**src/sv/art_pkg.sv**
```systemverilog
package art_pkg;

    // Table geometry
    localparam int SLOTS       = 8;
    localparam int MAX_RESULTS = 8;
    localparam int IDX_W       = (SLOTS > 1) ? $clog2(SLOTS) : 1;
    localparam int CNT_W       = $clog2(SLOTS + 1);
    localparam int RES_W       = $clog2(MAX_RESULTS + 1);
    localparam int WAIT_W      = 26;
    localparam int CFG_IDX_W   = 3;
    localparam int CFG_DATA_W  = 24;

    // Operation codes
    localparam logic [1:0] OP_REGISTER = 2'd0;
    localparam logic [1:0] OP_ACK      = 2'd1;
    localparam logic [1:0] OP_TICK     = 2'd2;

    // Result codes
    localparam logic [2:0] EV_TRACKED     = 3'd0;
    localparam logic [2:0] EV_NOT_TRACKED = 3'd1;
    localparam logic [2:0] EV_ACKED       = 3'd2;
    localparam logic [2:0] EV_UNMATCHED   = 3'd3;
    localparam logic [2:0] EV_RETRANSMIT  = 3'd4;
    localparam logic [2:0] EV_FAILED      = 3'd5;

    // Configuration register indexes
    localparam logic [CFG_IDX_W-1:0] REG_MAX_PENDING    = 3'd0;
    localparam logic [CFG_IDX_W-1:0] REG_MAX_ATTEMPTS   = 3'd1;
    localparam logic [CFG_IDX_W-1:0] REG_FLOOD_TIMEOUT  = 3'd2;
    localparam logic [CFG_IDX_W-1:0] REG_DIRECT_BASE    = 3'd3;
    localparam logic [CFG_IDX_W-1:0] REG_DIRECT_PER_HOP = 3'd4;

    typedef struct packed {
        logic [3:0]  max_pending;
        logic [3:0]  max_attempts;
        logic [23:0] flood_timeout;
        logic [23:0] direct_base;
        logic [15:0] direct_per_hop;
    } cfg_t;

    typedef struct packed {
        logic [31:0] id;
        logic [31:0] ack;
        logic [31:0] deadline;
        logic [3:0]  attempts;
        logic        flood;
    } entry_t;

    typedef struct packed {
        logic             rd_en;
        logic [IDX_W-1:0] rd_addr;
        logic             wr_en;
        logic [IDX_W-1:0] wr_addr;
        entry_t           wr_data;
    } mem_req_t;

    typedef enum logic [2:0] {
        S_IDLE,
        S_REG,
        S_REG_WR,
        S_RD,
        S_EVAL,
        S_DROP_CHK,
        S_DROP_WR,
        S_DONE
    } state_t;

    // Add a wait to the current time, clamp at the top of the range
    function automatic logic [31:0] sat_add(input logic [31:0] now,
                                            input logic [WAIT_W-1:0] wait_ms);
        logic [32:0] sum;
        sum = {1'b0, now} + 33'(wait_ms);
        return sum[32] ? 32'hFFFF_FFFF : sum[31:0];
    endfunction

endpackage

```
**src/sv/art_mem.sv**
```systemverilog
module art_mem
(
    input  logic              clk,
    input  art_pkg::mem_req_t req,
    output art_pkg::entry_t   rd_data
);

    art_pkg::entry_t mem [art_pkg::SLOTS];

    // Write port
    always_ff @(posedge clk)
    begin
        if (req.wr_en)
        begin
            mem[req.wr_addr] <= req.wr_data;
        end
    end

    // Registered read port
    always_ff @(posedge clk)
    begin
        if (req.rd_en)
        begin
            rd_data <= mem[req.rd_addr];
        end
    end

endmodule

```
**src/sv/art_ctrl.sv**
```systemverilog
module art_ctrl
(
    input  logic              clk,
    input  logic              rst_n,
    input  art_pkg::cfg_t     cfg,
    input  logic              start,
    input  logic [1:0]        operation,
    input  logic [31:0]       now_ms,
    input  logic [31:0]       send_id,
    input  logic              want_ack,
    input  logic [31:0]       expected_ack,
    input  logic              via_flood,
    input  logic [6:0]        hop_count,
    input  logic [31:0]       ack_value,
    output logic              busy,
    output logic              valid,
    output logic [2:0]        event_res,
    output logic [31:0]       event_id,
    output logic              last,
    output art_pkg::mem_req_t mem_req,
    input  art_pkg::entry_t   rd_data
);

    localparam int CNT_W  = art_pkg::CNT_W;
    localparam int IDX_W  = art_pkg::IDX_W;
    localparam int RES_W  = art_pkg::RES_W;
    localparam int WAIT_W = art_pkg::WAIT_W;

    art_pkg::state_t state_reg, state_next;

    // Control state
    logic [CNT_W-1:0] cnt_reg, cnt_next;
    logic [CNT_W-1:0] idx_reg, idx_next;
    logic [IDX_W-1:0] sh_reg, sh_next;
    logic [RES_W-1:0] n_reg, n_next;
    logic             pend_valid_reg, pend_valid_next;
    logic             out_valid_reg, out_valid_next;
    logic             out_last_reg, out_last_next;

    // Payload state
    logic [1:0]        op_reg;
    logic [31:0]       now_reg;
    logic [31:0]       id_reg;
    logic              want_reg;
    logic [31:0]       expack_reg;
    logic              flood_reg;
    logic [6:0]        hop_reg;
    logic [31:0]       ackval_reg;
    logic [WAIT_W-1:0] wait_reg, wait_next;
    logic [2:0]        pend_res_reg, pend_res_next;
    logic [31:0]       pend_id_reg, pend_id_next;
    logic [2:0]        out_res_reg, out_res_next;
    logic [31:0]       out_id_reg, out_id_next;

    // Decisions
    logic             accept;
    logic             walk_more;
    logic             hit;
    logic             expired;
    logic             fail;
    logic             sh_more;
    logic             can_track;
    logic [CNT_W-1:0] sh_inc;
    logic [22:0]      hop_term;
    logic [23:0]      retx_wait;
    logic             push_en;
    logic [2:0]       push_res;
    logic [31:0]      push_id;
    logic             flush_en;

    assign accept    = start && (state_reg == art_pkg::S_IDLE);
    assign walk_more = (idx_reg < cnt_reg)
                     && ((op_reg == art_pkg::OP_ACK) || (n_reg < RES_W'(art_pkg::MAX_RESULTS)));
    assign hit       = (rd_data.ack == ackval_reg);
    assign expired   = !(rd_data.deadline > now_reg);
    assign fail      = (rd_data.attempts >= cfg.max_attempts);
    assign sh_inc    = CNT_W'(sh_reg) + CNT_W'(1);
    assign sh_more   = (sh_inc < cnt_reg);
    assign can_track = want_reg && (32'(cnt_reg) < 32'(cfg.max_pending))
                     && (32'(cnt_reg) < 32'(art_pkg::SLOTS));
    assign hop_term  = cfg.direct_per_hop * hop_reg;
    assign retx_wait = rd_data.flood ? cfg.flood_timeout : cfg.direct_base;

    // Next state
    always_comb
    begin
        state_next = state_reg;
        unique case (state_reg)
            art_pkg::S_IDLE:
            begin
                if (start)
                begin
                    unique case (operation)
                        art_pkg::OP_REGISTER: state_next = art_pkg::S_REG;
                        art_pkg::OP_ACK,
                        art_pkg::OP_TICK:     state_next = art_pkg::S_RD;
                        default:              state_next = art_pkg::S_IDLE;
                    endcase
                end
            end
            art_pkg::S_REG:
            begin
                state_next = can_track ? art_pkg::S_REG_WR : art_pkg::S_DONE;
            end
            art_pkg::S_REG_WR:
            begin
                state_next = art_pkg::S_DONE;
            end
            art_pkg::S_RD:
            begin
                state_next = walk_more ? art_pkg::S_EVAL : art_pkg::S_DONE;
            end
            art_pkg::S_EVAL:
            begin
                if (op_reg == art_pkg::OP_ACK)
                begin
                    state_next = hit ? art_pkg::S_DROP_CHK : art_pkg::S_RD;
                end
                else
                begin
                    state_next = (expired && fail) ? art_pkg::S_DROP_CHK : art_pkg::S_RD;
                end
            end
            art_pkg::S_DROP_CHK:
            begin
                if (sh_more)
                begin
                    state_next = art_pkg::S_DROP_WR;
                end
                else
                begin
                    state_next = (op_reg == art_pkg::OP_ACK) ? art_pkg::S_DONE : art_pkg::S_RD;
                end
            end
            art_pkg::S_DROP_WR:
            begin
                state_next = art_pkg::S_DROP_CHK;
            end
            art_pkg::S_DONE:
            begin
                state_next = art_pkg::S_IDLE;
            end
            default:
            begin
                state_next = art_pkg::S_IDLE;
            end
        endcase
    end

    // Datapath and memory requests per state
    always_comb
    begin
        cnt_next          = cnt_reg;
        idx_next          = idx_reg;
        sh_next           = sh_reg;
        n_next            = n_reg;
        wait_next         = wait_reg;
        push_en           = 1'b0;
        push_res          = art_pkg::EV_TRACKED;
        push_id           = rd_data.id;
        flush_en          = 1'b0;
        mem_req.rd_en     = 1'b0;
        mem_req.rd_addr   = idx_reg[IDX_W-1:0];
        mem_req.wr_en     = 1'b0;
        mem_req.wr_addr   = idx_reg[IDX_W-1:0];
        mem_req.wr_data   = rd_data;
        unique case (state_reg)
            art_pkg::S_IDLE:
            begin
                idx_next = '0;
                n_next   = '0;
            end
            art_pkg::S_REG:
            begin
                // Timeout for a first send, per-hop term included on direct sends
                wait_next = flood_reg ? WAIT_W'(cfg.flood_timeout)
                                      : WAIT_W'(cfg.direct_base) + WAIT_W'(hop_term);
                if (!can_track)
                begin
                    push_en  = 1'b1;
                    push_res = art_pkg::EV_NOT_TRACKED;
                    push_id  = id_reg;
                end
            end
            art_pkg::S_REG_WR:
            begin
                // Append the new entry after the youngest one
                mem_req.wr_en            = 1'b1;
                mem_req.wr_addr          = cnt_reg[IDX_W-1:0];
                mem_req.wr_data.id       = id_reg;
                mem_req.wr_data.ack      = expack_reg;
                mem_req.wr_data.deadline = art_pkg::sat_add(now_reg, wait_reg);
                mem_req.wr_data.attempts = 4'd1;
                mem_req.wr_data.flood    = flood_reg;
                cnt_next                 = cnt_reg + CNT_W'(1);
                push_en                  = 1'b1;
                push_res                 = art_pkg::EV_TRACKED;
                push_id                  = id_reg;
            end
            art_pkg::S_RD:
            begin
                if (walk_more)
                begin
                    mem_req.rd_en = 1'b1;
                end
                else if (op_reg == art_pkg::OP_ACK)
                begin
                    push_en  = 1'b1;
                    push_res = art_pkg::EV_UNMATCHED;
                    push_id  = '0;
                end
            end
            art_pkg::S_EVAL:
            begin
                sh_next = idx_reg[IDX_W-1:0];
                if (op_reg == art_pkg::OP_ACK)
                begin
                    if (hit)
                    begin
                        push_en  = 1'b1;
                        push_res = art_pkg::EV_ACKED;
                    end
                    else
                    begin
                        idx_next = idx_reg + CNT_W'(1);
                    end
                end
                else if (!expired)
                begin
                    idx_next = idx_reg + CNT_W'(1);
                end
                else if (fail)
                begin
                    push_en  = 1'b1;
                    push_res = art_pkg::EV_FAILED;
                    n_next   = n_reg + RES_W'(1);
                end
                else
                begin
                    // Retransmit: bump attempts, rearm with the base timeout
                    mem_req.wr_en            = 1'b1;
                    mem_req.wr_data.attempts = rd_data.attempts + 4'd1;
                    mem_req.wr_data.deadline = art_pkg::sat_add(now_reg, WAIT_W'(retx_wait));
                    push_en                  = 1'b1;
                    push_res                 = art_pkg::EV_RETRANSMIT;
                    n_next                   = n_reg + RES_W'(1);
                    idx_next                 = idx_reg + CNT_W'(1);
                end
            end
            art_pkg::S_DROP_CHK:
            begin
                // Pull the next younger entry down, or close the gap count
                if (sh_more)
                begin
                    mem_req.rd_en   = 1'b1;
                    mem_req.rd_addr = sh_inc[IDX_W-1:0];
                end
                else
                begin
                    cnt_next = cnt_reg - CNT_W'(1);
                end
            end
            art_pkg::S_DROP_WR:
            begin
                mem_req.wr_en   = 1'b1;
                mem_req.wr_addr = sh_reg;
                sh_next         = sh_inc[IDX_W-1:0];
            end
            art_pkg::S_DONE:
            begin
                flush_en = 1'b1;
            end
            default:
            begin
                flush_en = 1'b0;
            end
        endcase
    end

    // Hold one result back so the final one can carry last
    always_comb
    begin
        pend_valid_next = pend_valid_reg;
        pend_res_next   = pend_res_reg;
        pend_id_next    = pend_id_reg;
        out_valid_next  = 1'b0;
        out_last_next   = 1'b0;
        out_res_next    = out_res_reg;
        out_id_next     = out_id_reg;
        if (push_en)
        begin
            out_valid_next  = pend_valid_reg;
            out_res_next    = pend_res_reg;
            out_id_next     = pend_id_reg;
            pend_valid_next = 1'b1;
            pend_res_next   = push_res;
            pend_id_next    = push_id;
        end
        else if (flush_en)
        begin
            out_valid_next  = pend_valid_reg;
            out_last_next   = 1'b1;
            out_res_next    = pend_res_reg;
            out_id_next     = pend_id_reg;
            pend_valid_next = 1'b0;
        end
    end

    // Control registers
    always_ff @(posedge clk or negedge rst_n)
    begin
        if (!rst_n)
        begin
            state_reg      <= art_pkg::S_IDLE;
            cnt_reg        <= '0;
            idx_reg        <= '0;
            sh_reg         <= '0;
            n_reg          <= '0;
            pend_valid_reg <= 1'b0;
            out_valid_reg  <= 1'b0;
            out_last_reg   <= 1'b0;
        end
        else
        begin
            state_reg      <= state_next;
            cnt_reg        <= cnt_next;
            idx_reg        <= idx_next;
            sh_reg         <= sh_next;
            n_reg          <= n_next;
            pend_valid_reg <= pend_valid_next;
            out_valid_reg  <= out_valid_next;
            out_last_reg   <= out_last_next;
        end
    end

    // Payload registers
    always_ff @(posedge clk)
    begin
        if (accept)
        begin
            op_reg     <= operation;
            now_reg    <= now_ms;
            id_reg     <= send_id;
            want_reg   <= want_ack;
            expack_reg <= expected_ack;
            flood_reg  <= via_flood;
            hop_reg    <= hop_count;
            ackval_reg <= ack_value;
        end
        wait_reg     <= wait_next;
        pend_res_reg <= pend_res_next;
        pend_id_reg  <= pend_id_next;
        out_res_reg  <= out_res_next;
        out_id_reg   <= out_id_next;
    end

    assign busy      = (state_reg != art_pkg::S_IDLE);
    assign valid     = out_valid_reg;
    assign event_res = out_res_reg;
    assign event_id  = out_id_reg;
    assign last      = out_last_reg;

    // Checks
    a_cnt_bound: assert property (@(posedge clk) disable iff (!rst_n)
        cnt_reg <= CNT_W'(art_pkg::SLOTS))
        else $error("entry count beyond slot count");

    a_wr_busy: assert property (@(posedge clk) disable iff (!rst_n)
        mem_req.wr_en |-> (state_reg != art_pkg::S_IDLE))
        else $error("table written while idle");

    a_last_ends: assert property (@(posedge clk) disable iff (!rst_n)
        (out_valid_reg && out_last_reg) |-> (state_reg == art_pkg::S_IDLE && !pend_valid_reg))
        else $error("final result while item still in work");

    a_cnt_step: assert property (@(posedge clk) disable iff (!rst_n)
        ##1 (cnt_reg == $past(cnt_reg) || cnt_reg == $past(cnt_reg) + CNT_W'(1)
             || cnt_reg == $past(cnt_reg) - CNT_W'(1)))
        else $error("entry count jumped");

    a_accept_busy: assert property (@(posedge clk) disable iff (!rst_n)
        (accept && (operation == art_pkg::OP_REGISTER || operation == art_pkg::OP_ACK
                    || operation == art_pkg::OP_TICK)) |=> busy)
        else $error("accepted item did not start");

endmodule

```
**src/sv/ack_retry_tracker.sv**
```systemverilog
// Tracks up to eight sent messages awaiting an ack. Raise start with busy low
// to issue one item (register, ack or tick); busy stays high until the item is
// fully handled. Each result appears on event_res/event_id for exactly one
// cycle with valid high, and last marks the final result of the item; the
// receiver cannot stall, so it must take every strobed result. The final
// result shows in the same cycle as busy falls. Entries live in a RAM with one
// read and one write port, read one slot at a time: a register item passes a
// check state, then a write state if it is tracked, then a done state; an ack
// reads and checks each slot searched, moves each younger slot down after a
// match and then finishes; a tick reads and checks each slot visited, moves
// each younger slot down for each failed entry, finishes, and emits at
// most eight results. An unknown operation is dropped without raising busy.
// Configuration is written through wr_en/wr_index/wr_data while busy is low.
module ack_retry_tracker
(
    input  logic                           clk,
    input  logic                           rst_n,
    input  logic                           wr_en,
    input  logic [art_pkg::CFG_IDX_W-1:0]  wr_index,
    input  logic [art_pkg::CFG_DATA_W-1:0] wr_data,
    input  logic                           start,
    output logic                           busy,
    input  logic [1:0]                     operation,
    input  logic [31:0]                    now_ms,
    input  logic [31:0]                    send_id,
    input  logic                           want_ack,
    input  logic [31:0]                    expected_ack,
    input  logic                           via_flood,
    input  logic [6:0]                     hop_count,
    input  logic [31:0]                    ack_value,
    output logic                           valid,
    output logic [2:0]                     event_res,
    output logic [31:0]                    event_id,
    output logic                           last
);

    art_pkg::cfg_t     cfg_reg;
    art_pkg::mem_req_t mem_req;
    art_pkg::entry_t   rd_data;

    // Configuration registers
    always_ff @(posedge clk or negedge rst_n)
    begin
        if (!rst_n)
        begin
            cfg_reg.max_pending    <= 4'd8;
            cfg_reg.max_attempts   <= 4'd3;
            cfg_reg.flood_timeout  <= 24'd12000;
            cfg_reg.direct_base    <= 24'd3000;
            cfg_reg.direct_per_hop <= 16'd500;
        end
        else if (wr_en)
        begin
            unique case (wr_index)
                art_pkg::REG_MAX_PENDING:    cfg_reg.max_pending    <= wr_data[3:0];
                art_pkg::REG_MAX_ATTEMPTS:   cfg_reg.max_attempts   <= wr_data[3:0];
                art_pkg::REG_FLOOD_TIMEOUT:  cfg_reg.flood_timeout  <= wr_data;
                art_pkg::REG_DIRECT_BASE:    cfg_reg.direct_base    <= wr_data;
                art_pkg::REG_DIRECT_PER_HOP: cfg_reg.direct_per_hop <= wr_data[15:0];
                default:                     cfg_reg <= cfg_reg;
            endcase
        end
    end

    art_ctrl u_ctrl
    (
        .clk          (clk),
        .rst_n        (rst_n),
        .cfg          (cfg_reg),
        .start        (start),
        .operation    (operation),
        .now_ms       (now_ms),
        .send_id      (send_id),
        .want_ack     (want_ack),
        .expected_ack (expected_ack),
        .via_flood    (via_flood),
        .hop_count    (hop_count),
        .ack_value    (ack_value),
        .busy         (busy),
        .valid        (valid),
        .event_res    (event_res),
        .event_id     (event_id),
        .last         (last),
        .mem_req      (mem_req),
        .rd_data      (rd_data)
    );

    art_mem u_mem
    (
        .clk     (clk),
        .req     (mem_req),
        .rd_data (rd_data)
    );

endmodule

```
**config.mk**
```make
export PLATFORM = sky130hd
export DESIGN_NAME = ack_retry_tracker
export DESIGN_NICKNAME = d
export VERILOG_FILES = /design/src/sv/art_pkg.sv /design/src/sv/art_mem.sv /design/src/sv/art_ctrl.sv /design/src/sv/ack_retry_tracker.sv
export SDC_FILE = /design/constraint.sdc
export NUM_CORES = 2
export LEC_CHECK = 0
export BUFFER_PORTS_ARGS = -buffer_cell sky130_fd_sc_hd__buf_4
export CAP_MARGIN = 10
export CORE_MARGIN = 4
export CORE_UTILIZATION = 62
export CTS_CLUSTER_DIAMETER = 60
export DETAILED_ROUTE_END_ITERATION = 8
export PLACE_DENSITY = 0.76
export SKIP_CTS_REPAIR_TIMING = 1
export SLEW_MARGIN = 5
export SYNTH_ARGS = -nofsm -noshare
export SYNTH_HDL_FRONTEND = slang
export SYNTH_SLANG_ARGS = --single-unit
```
**constraint.sdc**
```tcl
create_clock -name clk -period 9.1 [get_ports clk]
set_clock_uncertainty 0.05 [all_clocks]
set_input_delay 0.91 -clock clk [delete_from_list [all_inputs] [get_ports clk]]
set_output_delay 0.91 -clock clk [all_outputs]
set_load 0.05 [all_outputs]
```
==> impl_metrics.toml <==
[routing]
antenna_left = 0
remaining_drc_errors = 0
wl_mm = 131
vias = 31400
drtIter0Drc = 2943
drt-wirelength-per-cell_um = 26.4
via_per_inst = 6.33
dr.pass1.iters = 5

[die]
pin_count = 208
die_w_um = 307
rows = 109
coreArea_um2 = 88500
start_util_pct = 62.7
die_area_um2 = 94300
die_h_um = 307

[global_route]
met2_usage_pct = 47.5
overflow = 0
grt_max_degree = 109
use_met1_pct = 38.3
grt_pass1_vias = 32800
track_usage_pct = 28.0
busiest_layer = "met2"
met3_usage_pct = 4.02
antenna_found_initial = 2
grt_pass1_wl_mm = 199

[critical_path]
path_class = "reg2reg"
cp_top_family = "adder cells"
reg2reg_from = "u_ctrl.hop_reg[1]"
worstPathBufferInverterCount = 3
reg2regPathDepth = 17
cpPeakStageDelay_ns = 0.78
worstPathRequired_ns = 9.46
critPathMaxFanout = 16
cp_cell_sequence = "nand2_1, fa_1, inv_1, fa_1, fa_1, inv_1, fa_1, inv_1, ha_1, a21o_1, o32ai_1, a21oi_1, a211oi_1, o21ai_0, a21oi_1, xnor2_1, o21ai_0"
cp-end-kind = "register"
reg2reg_to = "u_ctrl.wait_reg[20]"
crit_path_frequent_cell = "fa_1"
r2r_setup_slack_ns = 3.26
crit_end = "u_ctrl.wait_reg[20]"
crit_cells = 17
crit_start = "u_ctrl.hop_reg[1]"
arrival_ns = 6.20
slowest_stage = "a211oi_1"
start_kind = "register"

[yosys]
yosys_warnings = 0
yosys.cell_count.top_type = "edfxtp_1"
synth_edf_count = 1143
synth_flop_cell = "edfxtp_1"
synthesis.area_um2 = 55500
synth_area_per_cell_um2 = 16.1
ys_seq_area_share_pct = 66.1
ys_ff_latch = 1236
syn_nets = 3866
ys_types = 79
ys_async_sr_fraction_pct = 7.52
synth.top_cell.area_share_pct = 61.9
yosys.area.top_type = "edfxtp_1"
netlist_top_cells_area = "edfxtp_1 62%, mux4_2 8.2%, mux2_2 3.7%"
synthTopCellsByCount = "1143 x edfxtp_1, 381 x nand2_1, 206 x inv_1"
postSynthCellCount = 3455

[clocking]
cts_tree = "done"
ctsLongestPathBuffers = 3
htreeDepth = 3
insertion_delay_ns = 0.74
root_buffer = "clkbuf_16"
clkTransAtPathRegs_ns = 0.06
cts_sinks = 1236
cts_inserted_buffers = 121

[timing]
min_period_ns = 5.84
fin_crit_sh_pct = 64.1
setup_violations = 0
fin_tns_setup_ns = 0
setup_ws_ns = 3.26
clock.fmax_ghz = 0.171
drv_slew = 0
slew_headroom_pct = 18.2
worst_pin_slew_ns = 1.23
hold_viol_final = 0
rsz0062_at_grt = "no"
fin_hold_ws_ns = 0.142

[cells_and_area]
syn_to_final_growth_pct = 12.8
finalNetCount = 4105
design_area_um2 = 62600
layout-drive-gt1-share_pct = 23.3
final_core_util_pct = 70.7
largest_reg_flops = 808

[placed_design]
dp_hpwl_mm = 80.0
placed_area_um2 = 58300
dpl_worst_slack_ns = 3.30
io_buffer_count = 207
routabilityCongestion = 0.887

[run_status]
outcome = "completed"

[power]
irDropWorstVdd_v = 0.000366
power_density_nw_per_um2 = 396
p_leak_nw = 23.0

[worst_hold_path]
hold_class = "in2async"

[job]
maxCapViolations = 0
==> worst min-delay path by stage <==
stage,cells past startpoint,startpoint,end,slack [ns]
after floorplan,0,u_ctrl.pend_id_reg[0],u_ctrl.event_id[0],0.35
after global placement,0,u_ctrl.pend_id_reg[10],u_ctrl.event_id[10],0.35
after detailed placement,0,u_ctrl.pend_id_reg[4],u_ctrl.event_id[4],0.35
after CTS,1,rst_n,cfg_reg[9],0.12
after global routing,1,rst_n,cfg_reg[9],0.15
final,1,rst_n,cfg_reg[9],0.14
==> cell usage in the layout, fill, tap and decap left out, types with 67 or more instances in the layout <==
cell / instances
nand2_1: 381
ha_1: 148
fa_1: 93
buf_4: 252
edfxtp_1: 1143
clkbuf_16: 121
o21ai_0: 138
mux2_2: 180
nor2_1: 67
dfrtp_1: 70
inv_1: 206
a21oi_1: 99
mux4_2: 202
==> metal layers <==
layer / routed length (µm) / up-vias / part of all wire (%)
met4: 4080 / 2 / 3.1
met1: 51600 / 16200 / 39
met3: 9260 / 245 / 7.1
li1: - / 13600 / -
met2: 66100 / 1430 / 50
met5: 13 / - / 0.0099
==> power by group <==
group          leakage, nW  internal [W]  total, W  switching [W]
sequential            11.5       0.00869   0.00930       0.000603
clock                 2.05       0.00308   0.00526        0.00217
combinational         9.40       0.00406    0.0102        0.00615
==> logic make-up after synthesis <==
kind of cell | after synthesis | synth area share, %
compound gates | 451 | 5.23
xor+xnor | 96 | 1.52
mux | 393 | 12.1
fa+ha+maj | 241 | 6.69
flops | 1236 | 66.1
buf+inv | 344 | 2.69
simple gates | 694 | 5.70
==> metrics by stage <==
stage / total power [W] / std cells
floorplan: 0.0167 / 3455
global placement: 0.0191 / 4736
detailed placement: 0.0194 / 4736
CTS: 0.0249 / 4966
global route: 0.0262 / 4967
finish: 0.0248 / 4968
==> final cells by class <==
class	instances	area [µm²]
clock buffers	156	3300
well taps	1165	1460
repair buffers	254	1930
clock inverters	74	956
multi-input cells	1875	17500
fillers	5451	25900
diodes	2	5.00
flip-flops and latches	1236	36700
inverters	206	773
Power figures use the tool's default switching activity.
